File: src/hw/rtl/mgfb_pkg.sv
package mgfb_pkg;

  localparam int TAG_W      = 16;
  localparam int PTS_W      = 48;
  localparam int INTERVAL_W = 32;
  localparam int PROP_W     = 32;
  localparam int LIMIT_W    = 6;
  localparam int CFG_DATA_W = 32;
  localparam int CFG_IDX_W  = 2;

  localparam logic [PROP_W-1:0]  PROP_RESET  = 32'd1000000000;
  localparam logic [LIMIT_W-1:0] LIMIT_RESET = 6'd20;
  localparam logic               FWD_RESET   = 1'b1;

  typedef enum logic {
    CMD_FRAME = 1'b0,
    CMD_FLUSH = 1'b1
  } mgfb_kind_t;

  typedef enum logic [CFG_IDX_W-1:0] {
    REG_PROPAGATION_TIME = 2'd0,
    REG_BUFFER_LIMIT     = 2'd1,
    REG_FORWARD_ENABLE   = 2'd2
  } mgfb_reg_t;

  typedef enum logic [1:0] {
    BK_IDLE,
    BK_LOAD,
    BK_EVAL
  } mgfb_state_t;

  typedef struct packed {
    mgfb_kind_t              kind;
    logic [TAG_W-1:0]        tag;
    logic [PTS_W-1:0]        pts;
    logic [INTERVAL_W-1:0]   interval;
    logic                    motion;
  } mgfb_cmd_t;

  typedef struct packed {
    logic [PROP_W-1:0]  propagation_time;
    logic [LIMIT_W-1:0] buffer_limit;
    logic               forward_enable;
  } mgfb_cfg_t;

endpackage

File: src/hw/rtl/mgfb_front.sv
module mgfb_front (
  input  logic                               clk,
  input  logic                               rst,
  input  logic                               in_valid,
  output logic                               in_stall,
  input  logic                               kind,
  input  logic [mgfb_pkg::TAG_W-1:0]         frame_tag,
  input  logic [mgfb_pkg::PTS_W-1:0]         frame_pts,
  input  logic [mgfb_pkg::INTERVAL_W-1:0]    frame_interval,
  input  logic                               motion_seen,
  output logic                               cmd_valid,
  output mgfb_pkg::mgfb_cmd_t                cmd,
  input  logic                               cmd_take
);

  // two-entry command queue between intake and the engine
  mgfb_pkg::mgfb_cmd_t slot [2];
  logic                wr_ptr;
  logic                rd_ptr;
  logic [1:0]          count;
  logic                accept;
  mgfb_pkg::mgfb_cmd_t incoming;

  assign in_stall  = (count == 2'd2);
  assign accept    = in_valid && !in_stall;
  assign cmd_valid = (count != 2'd0);
  assign cmd       = slot[rd_ptr];

  always_comb begin
    incoming.kind     = kind ? mgfb_pkg::CMD_FLUSH : mgfb_pkg::CMD_FRAME;
    incoming.tag      = frame_tag;
    incoming.pts      = frame_pts;
    incoming.interval = frame_interval;
    incoming.motion   = motion_seen;
  end

  always_ff @(posedge clk) begin
    if (rst) begin
      wr_ptr <= 1'b0;
      rd_ptr <= 1'b0;
      count  <= 2'd0;
    end else begin
      if (accept) begin
        wr_ptr <= !wr_ptr;
      end
      if (cmd_take) begin
        rd_ptr <= !rd_ptr;
      end
      count <= count + {1'b0, accept} - {1'b0, cmd_take};
    end
  end

  always_ff @(posedge clk) begin
    if (accept) begin
      slot[wr_ptr] <= incoming;
    end
  end

endmodule

File: config.mk
export PLATFORM = sky130hd
export DESIGN_NAME = mgfb_front
export DESIGN_NICKNAME = d
export VERILOG_FILES = /design/src/hw/rtl/mgfb_pkg.sv /design/src/hw/rtl/mgfb_front.sv
export SDC_FILE = /design/constraint.sdc
export NUM_CORES = 1
export LEC_CHECK = 0
export ABC_AREA = 0
export BUFFER_PORTS_ARGS = -buffer_cell sky130_fd_sc_hd__buf_2
export CAP_MARGIN = 20
export CELL_PAD_IN_SITES_DETAIL_PLACEMENT = 0
export CELL_PAD_IN_SITES_GLOBAL_PLACEMENT = 1
export CORE_ASPECT_RATIO = 1.4
export CORE_MARGIN = 2
export CORE_UTILIZATION = 44
export DETAILED_ROUTE_END_ITERATION = 16
export MAX_ROUTING_LAYER = met4
export PLACE_DENSITY_LB_ADDON = 0.1
export SYNTH_ARGS = -nofsm -noshare
export SYNTH_HDL_FRONTEND = slang
export SYNTH_SLANG_ARGS = --single-unit
File: constraint.sdc
create_clock -name clk -period 3.6 [get_ports clk]
set_input_delay 0.18 -clock clk [delete_from_list [all_inputs] [get_ports clk]]
set_output_delay 0.18 -clock clk [all_outputs]
set_load 0.05 [all_outputs]
# == Word level (Yosys, flattened, before mapping) ==
# Memories as Yosys holds them, arrays and structs flattened. A register that Yosys moved wholly into a read port is not among the register bits.
# Index checks and enable logic that the tools add are counted.
# classes
n_mux,5
reduce_logical,5
eq_ne,1
n_addsub,2
# ops
op,count
2-to-1 mux 1 bit,5
logical NOT 1 bit,3
adder 2 x 1 -> 2 bit,1
equality test 2 bit (second input constant),1
nonzero test 2 bit,1
subtractor 2 x 1 -> 2 bit,1
logical AND 1 bit,1
# totals
mem_bits_rw,196
out_inout_bits,100
n_memories,1
elab_cells,17
in_bits,102
reg_bits,4
# mem_list
name,words,word_bits,read_ports,rd_clocked_by_memory_dff,write_ports,line_no,rtl
slot,2,98,1,1,1,mgfb_front.sv:17,mgfb_pkg::mgfb_cmd_t slot [2];

# == Longest topological paths before layout ==
# Gate-level depths: netlist of the first run.
# logic_depth
word_depth,5
mapped_depth,8

# == Worst setup path before layout of the first run ==
# No wires, ideal clock.
# synth_timing
path_kind,register -> register
from,reg count[0]
to,mem slot[0][0] in the netlist's numbering (enable)
stages_incl_launch_ff,5
setup_ns,0.452
t_required_ns,3.148
t_arrival_ns,2.967
path_slack_ns,0.181
cell_sequence,dfxtp_1 nand2b_1 inv_1 or3_1 inv_1
# synth_via
elab_chain_cells,5
# synth_rtl
item,line_no,rtl
"start, declared",mgfb_front.sv:20,logic [1:0] count;
"start signal, assigned",mgfb_front.sv:49,"count <= count + {1'b0, accept} - {1'b0, cmd_take};"
equality test 2 bit,mgfb_front.sv:24,assign in_stall = (count == 2'd2);
net in_stall,mgfb_front.sv:5,"output logic in_stall,"
logical NOT 1 bit,mgfb_front.sv:25,assign accept = in_valid && !in_stall;
logical AND 1 bit,mgfb_front.sv:25,
2-to-1 mux 1 bit,mgfb_front.sv:54,if (accept) begin
2-to-1 mux 1 bit (not written as such),mgfb_front.sv:55,slot[wr_ptr] <= incoming;
"end, declared",mgfb_front.sv:17,
# The timed path passes the listed nets, and every way through them passes these cells.

==> impl_metrics.tcl, run 1 <==
set metrics [dict create \
    run_status "finished clean" \
    detailroute.via_count 4054 \
    avgSynthCellArea_um2 22.32 \
    holdWs_ns 0.1133 \
    clk_pin_slew_ns 0.06 \
    maxCapViolations 0 \
    cell_chosen_for_the_clock_root "clkbuf_16" \
    setup.worst_path.start_class "register" \
    cts_tree "done" \
    worst_slew_margin_rel 0.5021 \
    synth_top_family_by_area "multiplexers" \
    report.final.setup_viol 0 \
    fillers 1254 \
    place_area_um2 8618 \
    final.period_utilization 0.6954 \
    fp.dieW_um 113.4 \
    core_region_area_um2 16610 \
    groute.layer.met3.usage 0.03928 \
    max_freq_ghz 0.3995 \
    regToRegEndpoint "slot[0][74]" \
    rr_worst_depth 5 \
    post-route-cell-area_um2 10280 \
    post-dp-hpwl_um 8279 \
    antennaDiodeCount 0 \
    drc 0 \
    power.leakage_nw 3.956 \
    clock-sinks 201 \
    finalSetupTns_ns 0 \
    vdd_drop_max_mv 0.5153 \
    critical_path_peak_fanout 56 \
    postRouteAntennaNets 0 \
    cp.arrival_ns 2.32 \
    timing_max_transition_violations_final 0 \
    cp.required_ns 3.42 \
    cts_setup_buffers 0 \
    initial_core_util 0.4436 \
    netlist-cell-type-count 19 \
    clock_latency_ns 0.47 \
    ff2ff_setup_slack_ns 1.44 \
    die-height_um 157.1 \
    synth.area.mux_share 0.1600 \
    wire_length_after_detailed_routing_um 13690 \
    synth.ff_latch_count 201 \
    synth_cells 330 \
    unrepaired_setup_endpoints_after_global_routing "no" \
    pre_cts_ws_ns 1.401 \
    clock-skew-final_ns 0.005553 \
    crit_type "register to output pin" \
    tightestPinTransition_ns 0.7468 \
    grt_first_pass_wirelength_um 20570 \
    final_core_utilization 0.6193 \
    yosys.area_share.xor_xnor 0.003567 \
    grt_antenna_before_repair 0 \
    post_synthesis_adder_cell_area_fraction 0.003397 \
    global_routing_met2_resource_utilization 0.2774 \
    power_mw 6.669 \
    clock_path_buffers 3 \
    hold_path_class "input pin to register" \
    h-tree-depth 1 \
    vias_in_the_first_global_route 4279 \
    hold_viol_final 0 \
    cts_resized 0 \
    grt-busiest-layer "met2" \
    drive_gt1_frac 0.5106 \
    powerDensity_nw_per_um2 648.5 \
    finish.cell_count_without_fillers 861 \
    grt-ovfl-total 0 \
    seq_area_frac_synth 0.8125 \
    endpoint "cmd[35]" \
    use_met1 0.1648 \
    final_nets 750 \
    synth_fp_nets 434 \
    synth.yosys.warnings 0 \
    timing.final.ws_setup_ns 1.097 \
    routed_wire_length_per_instance_um 15.90 \
    fp.dieArea_um2 17810 \
    post_synth_and_or_nand_nor_area_fraction 0.006284 \
    dp.cells 726 \
    gr-usage-all-layers 0.1528 \
    final.min_clock_period_ns 2.503 \
    worstReg2RegStart "count[0]" \
    endpoint_type_of_the_worst_setup_path "output pin" \
    core.rowCount 56 \
    cts_made_buffers 20 \
    io_buffer_count 201 \
    grt_max_degree 57 \
    finalWeightedCongestion 0.6967 \
    syn_area_um2 7367 \
    drt_pre_antenna_iters 4 \
    area_growth_pct 39.59 \
    dr.first_iter.drc_count 188 \
    viasPerCell 4.708 \
    fraction_of_the_mapped_netlist_area_in_compound_gates 0.001359 \
    top_level_ports 202 \
    min_from "in_valid" \
]
layer usage:
metal / share of wire / wire length (µm)
met1: 0.39 / 5357
met2: 0.52 / 7160
met3: 0.067 / 915
met4: 0.019 / 259
met5: 0 / 0
sequential cells by signal (all words and copies together) (netlist names), named ones only:
register and flops:
rd_ptr 1, wr_ptr 1, slot 196, count 2
synth_stat cells:
library cell    n  area, µm²
a21oi_1         1      5.000
and3_1          1      6.260
buf_2           7      35.03
buf_6           4      45.04
dfxtp_1         5      100.1
edfxtp_1      196       5886
ha_1            2      25.02
inv_1           4      15.01
mux2_2         78      878.3
mux2_4         20      300.3
nand2_1         1      3.750
nand2b_1        1      6.260
nor2_1          3      11.26
nor2b_1         1      6.260
o21ai_0         1      5.000
or2_2           1      6.260
or3_1           1      6.260
xnor2_1         2      17.52
xor2_1          1      8.760
final cells by class:
type                       count  area (µm²)  share of cell area
inverter                       4       17.52            0.001703
sequential                   201        5989              0.5824
clock inverter                 6       52.55            0.005110
timing repair buffer         305        2077              0.2020
clock buffer                  28       601.8             0.05852
tap                          203       254.0             0.02470
multi-input combinational    114        1291              0.1256
where the power goes:
group / leakage [nW] / switching (mW) / internal [mW]
logic: 1.76 / 1.14 / 0.495
clock network: 0.326 / 0.780 / 1.23
registers: 1.87 / 0.0853 / 2.93
total: 3.96 / 2.01 / 4.66
logic make-up after synthesis:
group                    count (synthesis)
AND/OR/NAND/NOR                          9
multiplexers                            98
AO/OA/AOI/OAI                            2
adder cells (fa/ha/maj)                  2
buffers and inverters                   15
XOR/XNOR                                 3
flip-flops                             201
worst min path at each step:
stage | end | slack [ns] | depth (start not counted)
2_1_floorplan | wr_ptr | 0.25 | 1
3_3_place_gp | slot[0][32] | 0.37 | 1
3_5_place_dp | slot[0][44] | 0.37 | 1
4_1_cts | wr_ptr | 0.10 | 4
5_1_grt | wr_ptr | 0.14 | 4
6_report | wr_ptr | 0.11 | 4
what timing repair did:
item                                    4_1_cts  5_1_grt
endpoints found under the setup margin        0        0
hold buffers                                101        0
endpoints found under the hold margin       201        0
worst max-delay path, cell delays in order, from the launching register on:
cell,delay (ns)
dfxtp_4,0.75
buf_12,0.39
mux2_2,0.39
buf_2,0.21
cells in the final DEF, fill, tap and decap left out, types with 2 or more instances in the layout:
cell type	netlist	layout
clkbuf_8	0	5
mux2_2	78	78
inv_1	4	3
dlygate4sd3_1	0	101
buf_12	0	3
buf_2	7	201
clkinv_2	0	3
clkbuf_16	0	21
ha_1	2	2
edfxtp_1	196	196
dfxtp_1	5	4
clkbuf_1	0	2
mux2_4	20	20
xnor2_1	2	2
nor2_1	3	3
clkinv_1	0	2
(Power assumes the default switching activity.)
==> inputs of run 2 (changes only) <==
Settings changed: CORE_UTILIZATION 44 to 40.
Clock period 3.6 ns to 2.1 ns, I/O delays scaled along.
==> impl_metrics.tcl, run 2 (synthesized netlist as in run 1, its figures left out) <==
set metrics [dict create \
    pre_cts_ws_ns 0.3490 \
    viasPerCell 4.535 \
    timing.hold.worst_endpoint "wr_ptr" \
    io_buffer_count 201 \
    final_nets 759 \
    worst_slew_margin_rel 0.7945 \
    grt_first_pass_wirelength_um 22020 \
    crit_path_max_incr_delay_ns 0.48 \
    mostFrequentLayoutCells "buf_2 (201), edfxtp_1 (196), dlygate4sd3_1 (101), mux2_2 (78), clkbuf_16 (21)" \
    area_growth_pct 42.29 \
    detailroute.via_count 4122 \
    timing.final.ws_setup_ns 0.1761 \
    fp.dieArea_um2 19530 \
    grt_max_degree 52 \
    final.min_clock_period_ns 1.924 \
    drt_pre_antenna_iters 4 \
    cp_cell_sequence "buf_4 > mux2_2 > buf_2" \
    clock_latency_ns 0.48 \
    cp.required_ns 2.00 \
    largest_register_ff_count 196 \
    fp.dieW_um 118.7 \
    hold_path_stages 4 \
    drive_gt1_frac 0.5195 \
    vdd_drop_max_mv 0.7748 \
    dp.cells 771 \
    place_area_um2 8793 \
    regToRegEndpoint "slot[0][50]" \
    die-height_um 164.6 \
    cts_made_buffers 20 \
    unrepaired_setup_endpoints_after_global_routing "no" \
    ff2ff_setup_slack_ns 0.35 \
    min_from "in_valid" \
    fillers 1494 \
    cell_chosen_for_the_clock_root "clkbuf_16" \
    finalSetupTns_ns 0 \
    initial_core_util 0.4093 \
    finalWeightedCongestion 0.7343 \
    hold_viol_final 0 \
    clock_path_buffers 3 \
    dr.first_iter.drc_count 176 \
    drc 0 \
    endpoint_type_of_the_worst_setup_path "output pin" \
    setup.worst_path.start_class "register" \
    grt_antenna_before_repair 1 \
    clk_pin_slew_ns 0.06 \
    reg.largest.list "slot: 196 flops, count: 2 flops" \
    clock-skew-final_ns 0.005713 \
    mostFrequentLayoutCell "buf_2" \
    cp_slowest_cell "dfxtp_4" \
    h-tree-depth 1 \
    hold_path_class "input pin to register" \
    postRouteAntennaNets 0 \
    powerDensity_nw_per_um2 1114 \
    timing_max_transition_violations_final 0 \
    worstReg2RegStart "count[0]" \
    register_bank_with_the_most_flops "slot" \
    finish.cell_count_without_fillers 909 \
    cts_tree "done" \
    post-dp-hpwl_um 9389 \
    routed_wire_length_per_instance_um 16.01 \
    wire_length_after_detailed_routing_um 14550 \
    vias_in_the_first_global_route 4372 \
    critical_path_peak_fanout 14 \
    top_level_ports 202 \
    tightestPinTransition_ns 0.3083 \
    report.final.setup_viol 0 \
    core_region_area_um2 18000 \
    cts_resized 0 \
    grt-ovfl-total 0 \
    final.period_utilization 0.9161 \
    power.leakage_nw 4.005 \
    clock-sinks 201 \
    run_status "finished clean" \
    gr-usage-all-layers 0.1497 \
    core.rowCount 58 \
    cp.arrival_ns 1.82 \
    post-route-cell-area_um2 10480 \
    crit_type "register to output pin" \
    maxCapViolations 0 \
    rr_worst_depth 5 \
    max_freq_ghz 0.5198 \
]
run 2: changes by cell type in the layout (fill, tap and decap cells not counted), moves of 2 or more:
cell and delta:
clkbuf_8 -5, clkbuf_1 +2, bufinv_16 +2, clkinvlp_4 +3, buf_4 +4, buf_12 +4
run 2: worst max path at each step:
stage                  start           to  slack, ns  cells after the start
global placement    count[0]  slot[0][76]       0.42                      5
CTS                 register       cmd[7]       0.11                      3
finish              register       cmd[7]       0.18                      3
detailed placement  count[0]  slot[0][76]       0.35                      5
floorplan           count[0]   slot[0][0]      -0.54                      4
global route        register      cmd[61]       0.06                      3
run 2: layer usage:
| layer | vias up | GRT usage | wire length [µm] |
|---|---|---|---|
| met2 | 126 | 0.2735 | 7875 |
| met1 | 2022 | 0.1636 | 5548 |
| met5 | - | - | 0 |
| met4 | 0 | 0.05032 | 316 |
| met3 | 23 | 0.02866 | 811 |
| li1 | 1951 | - | - |
run 2: report_power, final:
part           leakage (nW)  switching, mW  total, mW  internal [mW]
clock                 0.322           1.40       3.59           2.19
sequential             1.87          0.129       5.16           5.03
combinational          1.81           2.01       2.93          0.920
total                  4.00           3.54       11.7           8.14
run 2: critical path, delay by kind of cell, from the launching register on:
kind / cells / cell delay [ns]
flops: 1 / 0.48
mux: 1 / 0.37
buf+inv: 2 / 0.48
run 2: area by class of cell:
type,instances,area (µm²),area share
Inverter,4,22.52,0.002148
Multi-Input combinational cell,114,1304,0.1244
Timing Repair Buffer,314,2198,0.2097
Clock buffer,25,540.5,0.05156
Clock inverter,10,123.9,0.01182
Tap cell,240,300.3,0.02865
Sequential cell,201,5991,0.5715
Antenna cell,1,2.502,0.0002387
run 2: stage by stage:
stage / total power, mW / utilization / hold WS, ns
5_1_grt: 12.16 / 0.5825 / 0.06079
6_report: 11.68 / 0.5825 / 0.04554
3_3_place_gp: 8.011 / 0.4886 / 0.2928
2_1_floorplan: 7.355 / - / 0.1700
4_1_cts: 11.85 / 0.5823 / 0.01045
3_5_place_dp: 8.065 / 0.4886 / 0.2963
run 2: repair_timing:
action / CTS / global route
endpoints found under the setup margin: 9 / 0
buffers inserted: 1 / 0
hold buffers: 101 / 0
endpoints found under the hold margin: 201 / 0
==> inputs of run 3 (changes only) <==
Settings changed: MAX_ROUTING_LAYER met4 to unset.
==> impl_metrics.tcl, run 3 (synthesized netlist as in run 1, its figures left out) <==
set metrics [dict create \
    dp.cells 771 \
    final.period_utilization 0.9166 \
    clock-sinks 201 \
    grt-ovfl-total 0 \
    initial_core_util 0.4093 \
    vias_in_the_first_global_route 4366 \
    gr-usage-all-layers 0.1455 \
    fillers 1494 \
    power_mw 11.68 \
    h-tree-depth 1 \
    cts_tree "done" \
    core_region_area_um2 18000 \
    cp.required_ns 2.00 \
    viasPerCell 4.528 \
    reg.largest.list "slot: 196 flops, count: 2 flops" \
    finish.cell_count_without_fillers 909 \
    dr.first_iter.drc_count 163 \
    area_growth_pct 42.29 \
    core.rowCount 58 \
    drive_gt1_frac 0.5195 \
    fp.dieW_um 118.7 \
    timing_max_transition_violations_final 0 \
    wire_length_after_detailed_routing_um 14570 \
    largest_register_ff_count 196 \
    clock_path_buffers 3 \
    final.min_clock_period_ns 1.925 \
    vdd_drop_max_mv 0.7749 \
    report.final.setup_viol 0 \
    hold_path_class "input pin to register" \
    finalWeightedCongestion 0.7256 \
    mostFrequentLayoutCell "buf_2" \
    grt_first_pass_wirelength_um 22050 \
    post-dp-hpwl_um 9389 \
    tightestPinTransition_ns 0.3100 \
    pre_cts_ws_ns 0.3490 \
    rr_worst_depth 5 \
    clock_latency_ns 0.48 \
    worst_slew_margin_rel 0.7934 \
    mostFrequentLayoutCells "buf_2 (201), edfxtp_1 (196), dlygate4sd3_1 (101), mux2_2 (78), clkbuf_16 (21)" \
    ff2ff_setup_slack_ns 0.34 \
    grt_antenna_before_repair 1 \
    grt_max_degree 52 \
    clock-skew-final_ns 0.005641 \
    drt_pre_antenna_iters 4 \
    fp.dieArea_um2 19530 \
    io_buffer_count 201 \
    cp.arrival_ns 1.82 \
    final_nets 759 \
    regToRegEndpoint "slot[0][50]" \
    seqPwrFrac 0.442 \
    unrepaired_setup_endpoints_after_global_routing "no" \
    crit_type "register to output pin" \
    critical_path_peak_fanout 14 \
    detailroute.via_count 4116 \
    cts_made_buffers 20 \
    top_level_ports 202 \
    power_report.internal_total_mw 8.137 \
    cell_chosen_for_the_clock_root "clkbuf_16" \
    max_freq_ghz 0.5195 \
    routed_wire_length_per_instance_um 16.03 \
    switching_share 0.3033 \
    power.share.combinational 0.251 \
    area_taken_by_multi_input_logic_gates_um2 1304 \
    power.leakage_nw 4.005 \
    post-route-cell-area_um2 10480 \
    timing.final.ws_setup_ns 0.1752 \
    maxCapViolations 0 \
    final_core_utilization 0.5825 \
    powerDensity_nw_per_um2 1114 \
    hold_viol_final 0 \
    die-height_um 164.6 \
    finalSetupTns_ns 0 \
    worstReg2RegStart "count[0]" \
    cts_resized 0 \
    register_bank_with_the_most_flops "slot" \
    clk_pin_slew_ns 0.06 \
    endpoint "cmd[7]" \
    run_status "finished clean" \
    layout.area.seq_um2 5991 \
    place_area_um2 8793 \
    setup.worst_path.start_class "register" \
    postRouteAntennaNets 0 \
    power_switching_mw 3.542 \
    pwr-share-clk 0.307 \
    holdWs_ns 0.04879 \
    drc 0 \
    endpoint_type_of_the_worst_setup_path "output pin" \
]
==> run 3: cell counts in the layout (fill, tap and decap cells not counted) <==
Identical to the previous run, type by type.
==> run 3: routing by layer <==
layer / part of all wire / track usage
met2: 0.54 / 0.2730
met5: 0 / 0
met4: 0.021 / 0.05032
met1: 0.38 / 0.1617
met3: 0.061 / 0.03280
==> run 3: worst max-delay path: stages (launching register included) <==
cell	delay (ns)
dfxtp_4	0.49
buf_4	0.27
mux2_2	0.37
buf_2	0.21
==> run 3: what timing repair did <==
item,in CTS,in global routing
endpoints found under the setup margin,9,0
hold buffers,101,0
buffers inserted,1,0
endpoints found under the hold margin,201,0
==> run 3: worst min path at each step <==
| stage | startpoint | endpoint | slack, ns | cells after the start |
|---|---|---|---|---|
| 2_1_floorplan | rst | count[1] | 0.17 | 1 |
| 3_3_place_gp | frame_pts[42] | slot[0][75] | 0.29 | 1 |
| 3_5_place_dp | frame_interval[18] | slot[1][19] | 0.30 | 1 |
| 4_1_cts | in_valid | wr_ptr | 0.01 | 4 |
| 5_1_grt | in_valid | wr_ptr | 0.06 | 4 |
| 6_report | in_valid | wr_ptr | 0.05 | 4 |
==> run 3: area by class of cell <==
cell class | instances | share of cell area
well taps | 240 | 0.02865
inverters | 4 | 0.002148
multi-input cells | 114 | 0.1244
clock buffers | 25 | 0.05156
flip-flops and latches | 201 | 0.5715
diodes | 1 | 0.0002387
clock inverters | 10 | 0.01182
repair buffers | 314 | 0.2097
==> run 3: power by group through the flow <==
stage,logic [mW],registers [mW],clock network [mW]
2_1_floorplan,2.13,5.22,0
3_3_place_gp,2.79,5.23,0
3_5_place_dp,2.81,5.26,0
4_1_cts,2.99,5.16,3.70
5_1_grt,3.10,5.21,3.86
6_report,2.94,5.16,3.59
