File: src/hw/rtl/mgfb_pkg.sv
package mgfb_pkg;

  localparam int TAG_W      = 16;
  localparam int PTS_W      = 48;
  localparam int INTERVAL_W = 32;
  localparam int PROP_W     = 32;
  localparam int LIMIT_W    = 6;
  localparam int CFG_DATA_W = 32;
  localparam int CFG_IDX_W  = 2;

  localparam logic [PROP_W-1:0]  PROP_RESET  = 32'd1000000000;
  localparam logic [LIMIT_W-1:0] LIMIT_RESET = 6'd20;
  localparam logic               FWD_RESET   = 1'b1;

  typedef enum logic {
    CMD_FRAME = 1'b0,
    CMD_FLUSH = 1'b1
  } mgfb_kind_t;

  typedef enum logic [CFG_IDX_W-1:0] {
    REG_PROPAGATION_TIME = 2'd0,
    REG_BUFFER_LIMIT     = 2'd1,
    REG_FORWARD_ENABLE   = 2'd2
  } mgfb_reg_t;

  typedef enum logic [1:0] {
    BK_IDLE,
    BK_LOAD,
    BK_EVAL
  } mgfb_state_t;

  typedef struct packed {
    mgfb_kind_t              kind;
    logic [TAG_W-1:0]        tag;
    logic [PTS_W-1:0]        pts;
    logic [INTERVAL_W-1:0]   interval;
    logic                    motion;
  } mgfb_cmd_t;

  typedef struct packed {
    logic [PROP_W-1:0]  propagation_time;
    logic [LIMIT_W-1:0] buffer_limit;
    logic               forward_enable;
  } mgfb_cfg_t;

endpackage

File: src/hw/rtl/mgfb_ram.sv
module mgfb_ram #(
  parameter int WIDTH = 96,
  parameter int DEPTH = 32
) (
  input  logic                     clk,
  input  logic                     we,
  input  logic [$clog2(DEPTH)-1:0] waddr,
  input  logic [WIDTH-1:0]         wdata,
  input  logic [$clog2(DEPTH)-1:0] raddr,
  output logic [WIDTH-1:0]         rdata
);

  logic [WIDTH-1:0] mem [DEPTH];

  always_ff @(posedge clk) begin
    if (we) begin
      mem[waddr] <= wdata;
    end
    rdata <= mem[raddr];
  end

endmodule

File: src/hw/rtl/mgfb_back.sv
module mgfb_back #(
  parameter int QUEUE_DEPTH = 32,
  parameter int TIME_BITS   = 48
) (
  input  logic                            clk,
  input  logic                            rst,
  input  mgfb_pkg::mgfb_cfg_t             cfg,
  input  logic                            cmd_valid,
  input  mgfb_pkg::mgfb_cmd_t             cmd,
  output logic                            cmd_take,
  output logic                            out_valid,
  input  logic                            out_stall,
  output logic [mgfb_pkg::TAG_W-1:0]      out_tag,
  output logic                            forwarded,
  output logic [mgfb_pkg::PTS_W-1:0]      out_pts,
  output logic [mgfb_pkg::PTS_W-1:0]      real_pts,
  output logic                            last
);

  localparam int ADDR_W  = $clog2(QUEUE_DEPTH);
  localparam int FILL_W  = $clog2(QUEUE_DEPTH + 1);
  localparam int LIM_W   = (FILL_W > mgfb_pkg::LIMIT_W) ? FILL_W : mgfb_pkg::LIMIT_W;
  localparam int SUM_W   = FILL_W + 1;
  localparam int ENTRY_W = mgfb_pkg::TAG_W + TIME_BITS + mgfb_pkg::INTERVAL_W;

  typedef struct packed {
    logic [mgfb_pkg::TAG_W-1:0]      tag;
    logic [TIME_BITS-1:0]            pts;
    logic [mgfb_pkg::INTERVAL_W-1:0] interval;
  } entry_t;

  mgfb_pkg::mgfb_state_t state, state_next;
  logic [ADDR_W-1:0]     head, head_next;
  logic [FILL_W-1:0]     fill, fill_next;
  logic [TIME_BITS-1:0]  newest, newest_next;
  logic [TIME_BITS-1:0]  last_motion, last_motion_next;
  logic [TIME_BITS-1:0]  out_time, out_time_next;
  mgfb_pkg::mgfb_cmd_t   cur, cur_next;
  logic                  had_items, had_items_next;

  // popped result whose last flag is not known until the next decision
  logic                         pend_valid, pend_valid_next;
  logic [mgfb_pkg::TAG_W-1:0]   pend_tag, pend_tag_next;
  logic                         pend_fwd, pend_fwd_next;
  logic [mgfb_pkg::PTS_W-1:0]   pend_opts, pend_opts_next;
  logic [mgfb_pkg::PTS_W-1:0]   pend_rpts, pend_rpts_next;

  logic                         out_valid_next;
  logic [mgfb_pkg::TAG_W-1:0]   out_tag_next;
  logic                         forwarded_next;
  logic [mgfb_pkg::PTS_W-1:0]   out_pts_next;
  logic [mgfb_pkg::PTS_W-1:0]   real_pts_next;
  logic                         last_next;

  logic                  ram_we;
  logic [ADDR_W-1:0]     ram_waddr;
  entry_t                ram_wdata;
  logic [ENTRY_W-1:0]    ram_rdata;
  entry_t                head_entry;

  logic [TIME_BITS-1:0]  ht;
  logic [TIME_BITS-1:0]  prop;
  logic [LIM_W-1:0]      limit_req;
  logic [LIM_W-1:0]      limit;
  logic                  too_many;
  logic                  expired;
  logic                  propagated;
  logic                  has_motion;
  logic                  is_flush;
  logic                  pop;
  logic                  fwd;
  logic [TIME_BITS-1:0]  out_time_adv;
  logic                  out_free;
  logic [ADDR_W-1:0]     head_inc;
  logic [SUM_W-1:0]      slot_sum;
  logic [ADDR_W-1:0]     push_slot;

  mgfb_ram #(
    .WIDTH(ENTRY_W),
    .DEPTH(QUEUE_DEPTH)
  ) u_ram (
    .clk  (clk),
    .we   (ram_we),
    .waddr(ram_waddr),
    .wdata(ram_wdata),
    .raddr(head_next),
    .rdata(ram_rdata)
  );

  assign head_entry = entry_t'(ram_rdata);
  assign ht         = head_entry.pts;
  assign prop       = TIME_BITS'(cfg.propagation_time);

  always_comb begin
    limit_req  = LIM_W'(cfg.buffer_limit);
    limit      = (limit_req > LIM_W'(QUEUE_DEPTH)) ? LIM_W'(QUEUE_DEPTH) : limit_req;
    too_many   = (LIM_W'(fill) >= limit);
    expired    = (newest > ht) && ((newest - ht) > prop);
    propagated = (ht <= last_motion) || ((ht - last_motion) <= prop);
    has_motion = propagated || (!expired && cur.motion);
    is_flush   = (cur.kind == mgfb_pkg::CMD_FLUSH);
    pop        = (fill != '0) && (is_flush || has_motion || expired || too_many);
    fwd        = !is_flush && has_motion && cfg.forward_enable;
    out_time_adv = (out_time == '0) ? ht
                                    : out_time + TIME_BITS'(head_entry.interval);
    out_free   = !out_valid || !out_stall;
    head_inc   = (head == ADDR_W'(QUEUE_DEPTH - 1)) ? '0 : head + 1'b1;
    slot_sum   = SUM_W'(head) + SUM_W'(fill);
    if (slot_sum >= SUM_W'(QUEUE_DEPTH)) begin
      slot_sum = slot_sum - SUM_W'(QUEUE_DEPTH);
    end
    push_slot  = slot_sum[ADDR_W-1:0];
  end

  always_comb begin
    state_next       = state;
    head_next        = head;
    fill_next        = fill;
    newest_next      = newest;
    last_motion_next = last_motion;
    out_time_next    = out_time;
    cur_next         = cur;
    had_items_next   = had_items;
    pend_valid_next  = pend_valid;
    pend_tag_next    = pend_tag;
    pend_fwd_next    = pend_fwd;
    pend_opts_next   = pend_opts;
    pend_rpts_next   = pend_rpts;
    out_valid_next   = out_valid && out_stall;
    out_tag_next     = out_tag;
    forwarded_next   = forwarded;
    out_pts_next     = out_pts;
    real_pts_next    = real_pts;
    last_next        = last;
    cmd_take         = 1'b0;
    ram_we           = 1'b0;
    ram_waddr        = push_slot;
    ram_wdata.tag      = cur.tag;
    ram_wdata.pts      = TIME_BITS'(cur.pts);
    ram_wdata.interval = cur.interval;

    unique case (state)
      mgfb_pkg::BK_IDLE: begin
        if (cmd_valid) begin
          cmd_take       = 1'b1;
          cur_next       = cmd;
          had_items_next = (fill != '0);
          state_next     = mgfb_pkg::BK_LOAD;
        end
      end
      mgfb_pkg::BK_LOAD: begin
        // read of the head entry is in flight
        state_next = mgfb_pkg::BK_EVAL;
      end
      mgfb_pkg::BK_EVAL: begin
        if (!pend_valid || out_free) begin
          if (pend_valid) begin
            out_valid_next = 1'b1;
            out_tag_next   = pend_tag;
            forwarded_next = pend_fwd;
            out_pts_next   = pend_opts;
            real_pts_next  = pend_rpts;
            last_next      = !pop;
          end
          if (pop) begin
            pend_valid_next = 1'b1;
            pend_tag_next   = head_entry.tag;
            pend_fwd_next   = fwd;
            pend_opts_next  = fwd ? mgfb_pkg::PTS_W'(out_time_adv) : mgfb_pkg::PTS_W'(ht);
            pend_rpts_next  = mgfb_pkg::PTS_W'(ht);
            if (fwd) begin
              out_time_next = out_time_adv;
            end
            head_next = head_inc;
            fill_next = fill - 1'b1;
          end else begin
            pend_valid_next = 1'b0;
            if (is_flush) begin
              head_next        = '0;
              last_motion_next = '0;
              out_time_next    = '0;
            end else begin
              if (had_items && cur.motion) begin
                last_motion_next = newest;
              end
              ram_we      = 1'b1;
              fill_next   = fill + 1'b1;
              newest_next = TIME_BITS'(cur.pts);
            end
            state_next = mgfb_pkg::BK_IDLE;
          end
        end
      end
      default: begin
        state_next = mgfb_pkg::BK_IDLE;
      end
    endcase
  end

  always_ff @(posedge clk) begin
    if (rst) begin
      state       <= mgfb_pkg::BK_IDLE;
      head        <= '0;
      fill        <= '0;
      last_motion <= '0;
      out_time    <= '0;
      pend_valid  <= 1'b0;
      out_valid   <= 1'b0;
    end else begin
      state       <= state_next;
      head        <= head_next;
      fill        <= fill_next;
      last_motion <= last_motion_next;
      out_time    <= out_time_next;
      pend_valid  <= pend_valid_next;
      out_valid   <= out_valid_next;
    end
  end

  always_ff @(posedge clk) begin
    newest    <= newest_next;
    cur       <= cur_next;
    had_items <= had_items_next;
    pend_tag  <= pend_tag_next;
    pend_fwd  <= pend_fwd_next;
    pend_opts <= pend_opts_next;
    pend_rpts <= pend_rpts_next;
    out_tag   <= out_tag_next;
    forwarded <= forwarded_next;
    out_pts   <= out_pts_next;
    real_pts  <= real_pts_next;
    last      <= last_next;
  end

endmodule

File: config.mk
export PLATFORM = sky130hd
export DESIGN_NAME = mgfb_back
export DESIGN_NICKNAME = d
export VERILOG_FILES = /design/src/hw/rtl/mgfb_pkg.sv /design/src/hw/rtl/mgfb_ram.sv /design/src/hw/rtl/mgfb_back.sv
export SDC_FILE = /design/constraint.sdc
export NUM_CORES = 2
export LEC_CHECK = 0
export BUFFER_PORTS_ARGS = -buffer_cell sky130_fd_sc_hd__buf_2
export CAP_MARGIN = 5
export CORE_MARGIN = 1.5
export CORE_UTILIZATION = 23
export CTS_CLUSTER_DIAMETER = 40
export DETAILED_ROUTE_END_ITERATION = 7
export SYNTH_ARGS = -nofsm -noshare
export SYNTH_HDL_FRONTEND = slang
export SYNTH_SLANG_ARGS = --single-unit
File: constraint.sdc
create_clock -name clk -period 24.9 [get_ports clk]
set_input_delay 2.49 -clock clk [delete_from_list [all_inputs] [get_ports clk]]
set_output_delay 2.49 -clock clk [all_outputs]
set_load 0.02 [all_outputs]
* Yosys cells after proc, flatten, opt, wreduce, memory -nomap -nowiden
Memory sizes are Yosys's and may differ from the RTL's. A register that Yosys moved wholly into a read port is not among the register bits.
Cells that the tools add are included.
W data, S select, Z words.
** Cells by class
- $add $sub $neg :: 8
- Reductions and logical operators :: 34
- Eq/ne operators :: 8
- Bitwise operators :: 2
- $lt $le $gt $ge :: 7
- Multiplexer cells :: 32
** Operators by type and width (count)
- $mux W48 :: 7
- $sub A48 B48 Y48 :: 2
- $add A48 B32 Y48 :: 1
- $gt A48 B32 Y1 :: 1
- $gt A48 B48 Y1 :: 1
- $le A48 B32 Y1 :: 1
- $le A48 B48 Y1 :: 1
- $logic_not A48 Y1 :: 1
- $mux W5 :: 6
- $mux W6 :: 3
- $mux W1 :: 12
- $reduce_and A3 Y1 :: 4
- $reduce_and A4 Y1 :: 3
- $add A5 B6 Y7 :: 1
- $ge A7 B6 Y1 const B :: 1
- $logic_and A1 B1 Y1 :: 7
- $logic_or A1 B1 Y1 :: 7
- $add A6 B1 Y6 const B :: 1
- $ge A6 B6 Y1 :: 1
- $gt A6 B6 Y1 const B :: 1
- $logic_not A1 Y1 :: 6
- $mux W2 :: 3
- $ne A2 B2 Y1 const B :: 3
- $pmux W2 S3 :: 1
- 12 further kinds :: 16
** Word-level totals
- Output and inout bits :: 116
- Memories kept :: 1
- Register bits :: 485
- RAM bits :: 3072
- Logic and storage cells :: 115
- Input port bits :: 141
** Memories
- u_ram.mem :: depth 32, width 96, rd ports 1, clocked after Yosys merged registers in 1, write ports 1, RTL line mgfb_ram.sv:13 : logic [WIDTH-1:0] mem [DEPTH];

* Logic depth before layout (Yosys ltp)
- Word-level depth :: 15
- Gate-level depth with buffers :: 44
- Depth with buffers taken out :: 41

* By module
Synthesis repeated with hierarchy kept, for this count alone.
** Second synthesis, totals
- Cell total of the unflattened synthesis :: 8190
- Area total of the unflattened synthesis :: 145738.5 um^2
** Modules (own cells, without submodules)
- mgfb_ram :: area each 118492.4 um^2, cells an instance 5604, seq. area each 94170.3 um^2, instances 1
- mgfb_back :: area each 27246.1 um^2, cells an instance 2586, seq. area each 13452.9 um^2, instances 1

* Worst setup path after synthesis
OpenSTA, ideal clock, no wires.
- Path type :: reg-to-reg
- Start :: register newest[5]
- End :: memory u_ram.mem[11][0] (enable)
- Library setup time :: 0.552 ns
- Stages on the path, launching flop included :: 31
- Arrival time :: 12.297 ns
- Data required time :: 24.348 ns
- Path slack :: 12.051 ns
- Period minus slack after synthesis :: 12.849 ns
- Path buffers :: 0
- Cell sequence :: edfxtp_1 ha_1 a211oi_1 nor2_1 o41a_1 o31ai_2 o21ai_0 nand2b_1 a21boi_0 or2_2 a41oi_1 o21bai_1 a21oi_1 xnor2_1 ha_1 nand2_1 nor3_1 a2111oi_0 o21ai_0 a2111oi_0 o311a_1 o2111a_1 and4_1 a21o_1 and2_1 nand2_1 nand2_1 nand2_1 nor2_1 nand3_1 nor2_1
** On the way
- Longest elaborated chain between the ends :: 15
- Elaborated cells on any way between the ends :: 16
- Classes of those cells :: add/sub (1); order compare (2); mux (5); reduce/logical (8)
** Ends and longest elaborated chain
- start, declared :: RTL line mgfb_back.sv:35 : logic [TIME_BITS-1:0] newest, newest_next;
- start signal, assigned :: RTL line mgfb_back.sv:221 : newest <= newest_next;
- $sub A48 B48 Y48 :: RTL line mgfb_back.sv:98 : expired = (newest > ht) && ((newest - ht) > prop);
- $gt A48 B32 Y1 :: RTL line mgfb_back.sv:98
- $logic_and A1 B1 Y1 * :: RTL line mgfb_back.sv:98
- $logic_not A1 Y1 :: RTL line mgfb_back.sv:100 : has_motion = propagated || (!expired && cur.motion);
- $logic_and A1 B1 Y1 :: RTL line mgfb_back.sv:100
- $logic_or A1 B1 Y1 :: RTL line mgfb_back.sv:100
- $logic_or A1 B1 Y1 :: RTL line mgfb_back.sv:102 : pop = (fill != '0) && (is_flush || has_motion || expired || too_many);
- $logic_or A1 B1 Y1 * (2 in a row) :: RTL line mgfb_back.sv:102
- $logic_and A1 B1 Y1 * :: RTL line mgfb_back.sv:102
- $mux W1 * :: RTL line mgfb_back.sv:165 : if (pop) begin
- $mux W1 * :: RTL line mgfb_back.sv:156 : if (!pend_valid || out_free) begin
- $mux W1 * :: RTL line mgfb_back.sv:142 : unique case (state)
- $mux W1 * :: RTL line mgfb_ram.sv:16 : if (we) begin
- $mux W1 (not written as such) * :: RTL line mgfb_ram.sv:17 : mem[waddr] <= wdata;
- end, declared :: RTL line mgfb_ram.sv:13
Mark *: on every way between the ends. The rest lies on a longest branch, timed or not.

* Worst setup path after layout
- Start :: register u_ram.rdata[32], read port of u_ram.mem
- End :: register u_ram.rdata[46], read port of u_ram.mem
** On the way
- Longest elaborated chain between the ends :: 13
- Elaborated cells on any way between the ends :: 18
- Classes of those cells :: add/sub (2); order compare (4); mux (3); reduce/logical (9)
** Ends and longest elaborated chain
- start, declared :: RTL line mgfb_ram.sv:10 : output logic [WIDTH-1:0] rdata
- $sub A48 B48 Y48 :: RTL line mgfb_back.sv:98
- $gt A48 B32 Y1 :: RTL line mgfb_back.sv:98
- $logic_and A1 B1 Y1 :: RTL line mgfb_back.sv:98
- $logic_not A1 Y1 :: RTL line mgfb_back.sv:100
- $logic_and A1 B1 Y1 :: RTL line mgfb_back.sv:100
- $logic_or A1 B1 Y1 :: RTL line mgfb_back.sv:100
- $logic_or A1 B1 Y1 :: RTL line mgfb_back.sv:102
- $logic_or A1 B1 Y1 * (2 in a row) :: RTL line mgfb_back.sv:102
- $logic_and A1 B1 Y1 * :: RTL line mgfb_back.sv:102
- $mux W5 * :: RTL line mgfb_back.sv:165
- $mux W5 * :: RTL line mgfb_back.sv:156
- $mux W5 * :: RTL line mgfb_back.sv:142
Marks and branches as above.
A chain may end at the register's enable or synchronous reset.

==> out/qor.yml <==
yosys:
  ys_top_cells_by_count: "3,446 x edfxtp_1, 2,513 x nand2_1, 951 x nand3_1"
  seq_area_frac_synth_pct: 72.38
  syn_area_per_cell_sq_um: 13.43
  ys.flop_type: "edfxtp_1"
  synth_area_leaders: "edfxtp_1 70%, nand2_1 6.3%, nand3_1 3.2%"
  synth_top_area_cell: "edfxtp_1"
  syn_inst: 11070
  synthArstFlopShare_pct: 0
  yosysWarnings: 0
  netlist.area_leader.share_pct: 69.60
  synth_area_sq_um: 148700
  synth_most_common_cell: "edfxtp_1"
  yosys.cell_types.count: 95
  synth-edff-count: 3446
  synth.ff_latch_count: 3653
  synth_nets: 11430
sta:
  finalSetupViolations: 0
  timing.final.ws_setup_ns: 13.09
  min_period_ns: 11.81
  post-route-period-util_pct: 47.43
  slew_headroom_pct: 9.885
  hold_viol: 0
  rsz0062_at_grt: "false"
  clock.fmax_mhz: 84.68
  hold_ws_ns: 0.3888
  finalSetupTns_ns: 0
  final_max_slew_viol_count: 0
  fin_skew_ns: 0.1028
  tightest_slew_ns: 1.352
grt:
  grt_pass1_wl_um: 689300
  antenna_found_initial: 63
  grt_start_max_net_pins: 201
  grtUsageTotal_pct: 14.53
  grt_pass1_vias: 89660
  met3_usage_pct: 2.781
  grt-busiest-layer: "met2"
  grt_overflow: 0
  grt_use_met1_pct: 19.51
  gr-usage-met2_pct: 22.78
floorplan:
  start_util_pct: 23.06
  coreArea_sq_um: 644800
  io_pins: 257
  die-width_um: 807.0
  die-area_sq_um: 651300
  die_h_um: 807.0
  std_cell_rows: 295
power_and_ir_drop:
  ir_drop_v: 0.00006779
  p_leak_nw: 58.15
  power_density_nw_per_um2: 76.79
min_path:
  min_delay_path_depth: 0
  hp-class: "reg -> reg"
  worst_hold_startpoint: "pend_opts[2]"
  hold_path_end: "out_pts[2]"
worst_setup_path:
  cp_max_fo: 104
  r2r.worst_path.cells: 35
  r2r_setup_slack_ns: 13.09
  rr_endpoint: "u_ram.rdata[46]"
  cpMaxStageDelayCell: "nor4_1"
  cpPeakStageDelay_ns: 1.00
  startpoint_type: "register"
  required_ns: 25.60
  critical-path-top-delay-family: "compound AO/OA/AOI/OAI gates"
  r2r_start: "u_ram.rdata[32]"
  cp-end-kind: "register"
  arrival_ns: 12.51
  worst-setup-path-type: "reg -> reg"
  path_buf_inv: 3
route:
  num_vias: 96340
  drt-initial-drc-count: 11610
  avgViaCountPerCell: 4.732
  finalWirelength_um: 497700
  wl_per_cell_um: 24.45
  ant_nets: 0
  firstDrtPassIters: 7
  drc: 0
clocking:
  cts_tree: "yes"
  cts_buffers: 408
  hold_buffers: 0
  clk_latency_ns: 0.97
  cts_setup_buffers: 0
  cts.root.buffer_cell: "clkbuf_16"
  clkSlewWorstSetupHoldPaths_ns: 0.06
  clock_path_buffers: 4
  cts.sinks: 3653
  cts_resized: 0
  htree_levels: 5
flow_run:
  cap_viol_max_count: 0
cells_and_area:
  stdcell_count: 20360
  finalNetCount: 11670
  drive_above_1_share_pct: 10.71
  area_delta_synth_final_pct: 17.36
place:
  dp_hpwl_um: 280400
  portBuffers: 256
  pre_cts_ws_ns: 13.30
  place.gp.congestion: 0.9209
  place_inst: 19510
outcome:
  status: "finished clean"
==> power by group <==
| part | switching, mW | internal (mW) | leakage [nW] |
|---|---|---|---|
| logic | 0.216 | 0.0911 | 18.7 |
| clock network | 2.59 | 3.65 | 6.74 |
| registers | 0.102 | 6.75 | 32.7 |
| total | 2.91 | 10.5 | 58.2 |
==> worst max path at each step <==
stage | start | to | slack, ns | cells past startpoint
detailed placement | u_ram.rdata[37] | u_ram.rdata[46] | 13.30 | 35
finish | u_ram.rdata[32] | u_ram.rdata[46] | 13.09 | 35
global placement | u_ram.rdata[37] | u_ram.rdata[44] | 12.79 | 35
CTS | u_ram.rdata[37] | u_ram.rdata[46] | 13.20 | 35
global route | u_ram.rdata[37] | u_ram.rdata[46] | 12.85 | 35
floorplan | newest[5] | u_ram.mem[11][0] | 12.05 | 30
==> flip-flops by register name, indices dropped and copies added (netlist names), 5 cells and up <==
| register | flops |
|---|---|
| u_ram.mem | 3072 |
| cur | 97 |
| u_ram.rdata | 96 |
| last_motion | 48 |
| newest | 48 |
| out_pts | 48 |
| out_time | 48 |
| pend_opts | 48 |
| pend_rpts | 48 |
| real_pts | 48 |
| out_tag | 16 |
| pend_tag | 16 |
| fill | 6 |
| head | 5 |
==> per-layer routing <==
layer | wire length, um | share of wire [%] | vias up
li1 | - | - | 41980
met1 | 205900 | 41 | 48660
met2 | 225000 | 45 | 4799
met3 | 43360 | 8.7 | 880
met4 | 23400 | 4.7 | 16
met5 | 101 | 0.020 | -
==> per-stage QoR <==
step / util [%] / area (sq um) / power (mW)
floorplan: - / 148700 / 7.103
global placement: 24.84 / 160200 / 7.279
detailed placement: 24.84 / 160200 / 7.284
CTS: 27.02 / 174200 / 13.46
global route: 27.04 / 174400 / 13.71
finish: 27.06 / 174500 / 13.40
==> placed cells by master (no fill, tap or decap), types with 98 or more instances in the layout <==
cell          n
edfxtp_1   3446
nand2_1    2507
nand3_1     950
a21oi_1     465
mux2i_1     461
clkbuf_16   415
buf_2       255
o21ai_0     212
ha_1        208
dfxtp_1     207
nor2_1      202
buf_4       193
inv_1       179
a31oi_1     179
and3_1      159
o221ai_1     98
==> worst register-to-register path: cells and delay by family (launching register included) <==
| family | cells | cell delay (ns) |
|---|---|---|
| XOR/XNOR | 1 | 0.15 |
| AND/OR/NAND/NOR | 10 | 3.02 |
| buffers and inverters | 3 | 1.82 |
| flip-flops | 1 | 0.47 |
| AO/OA/AOI/OAI | 18 | 5.41 |
| adder cells (fa/ha/maj) | 3 | 0.72 |
==> cells by family (layout without fill, tap and decap cells) <==
family	after synthesis	count (layout)	share of synthesized area, %
flops	3653	3653	72.38
xor+xnor	119	119	0.7010
mux	479	479	3.240
other cells	0	79	0
compound gates	1559	1559	6.979
simple gates	4227	4227	12.43
buf+inv	823	1415	2.445
fa+ha+maj	213	213	1.818
==> final cells by class <==
type / instances / area [sq um]
repair buffers: 474 / 3276
well taps: 8613 / 10780
multi-input cells: 6597 / 37960
flip-flops and latches: 3653 / 107600
inverters: 181 / 679.4
clock buffers: 495 / 10870
clock inverters: 265 / 3128
fillers: 65420 / 470300
diodes: 79 / 197.7
Note: power is estimated with default switching activity, not from simulation.
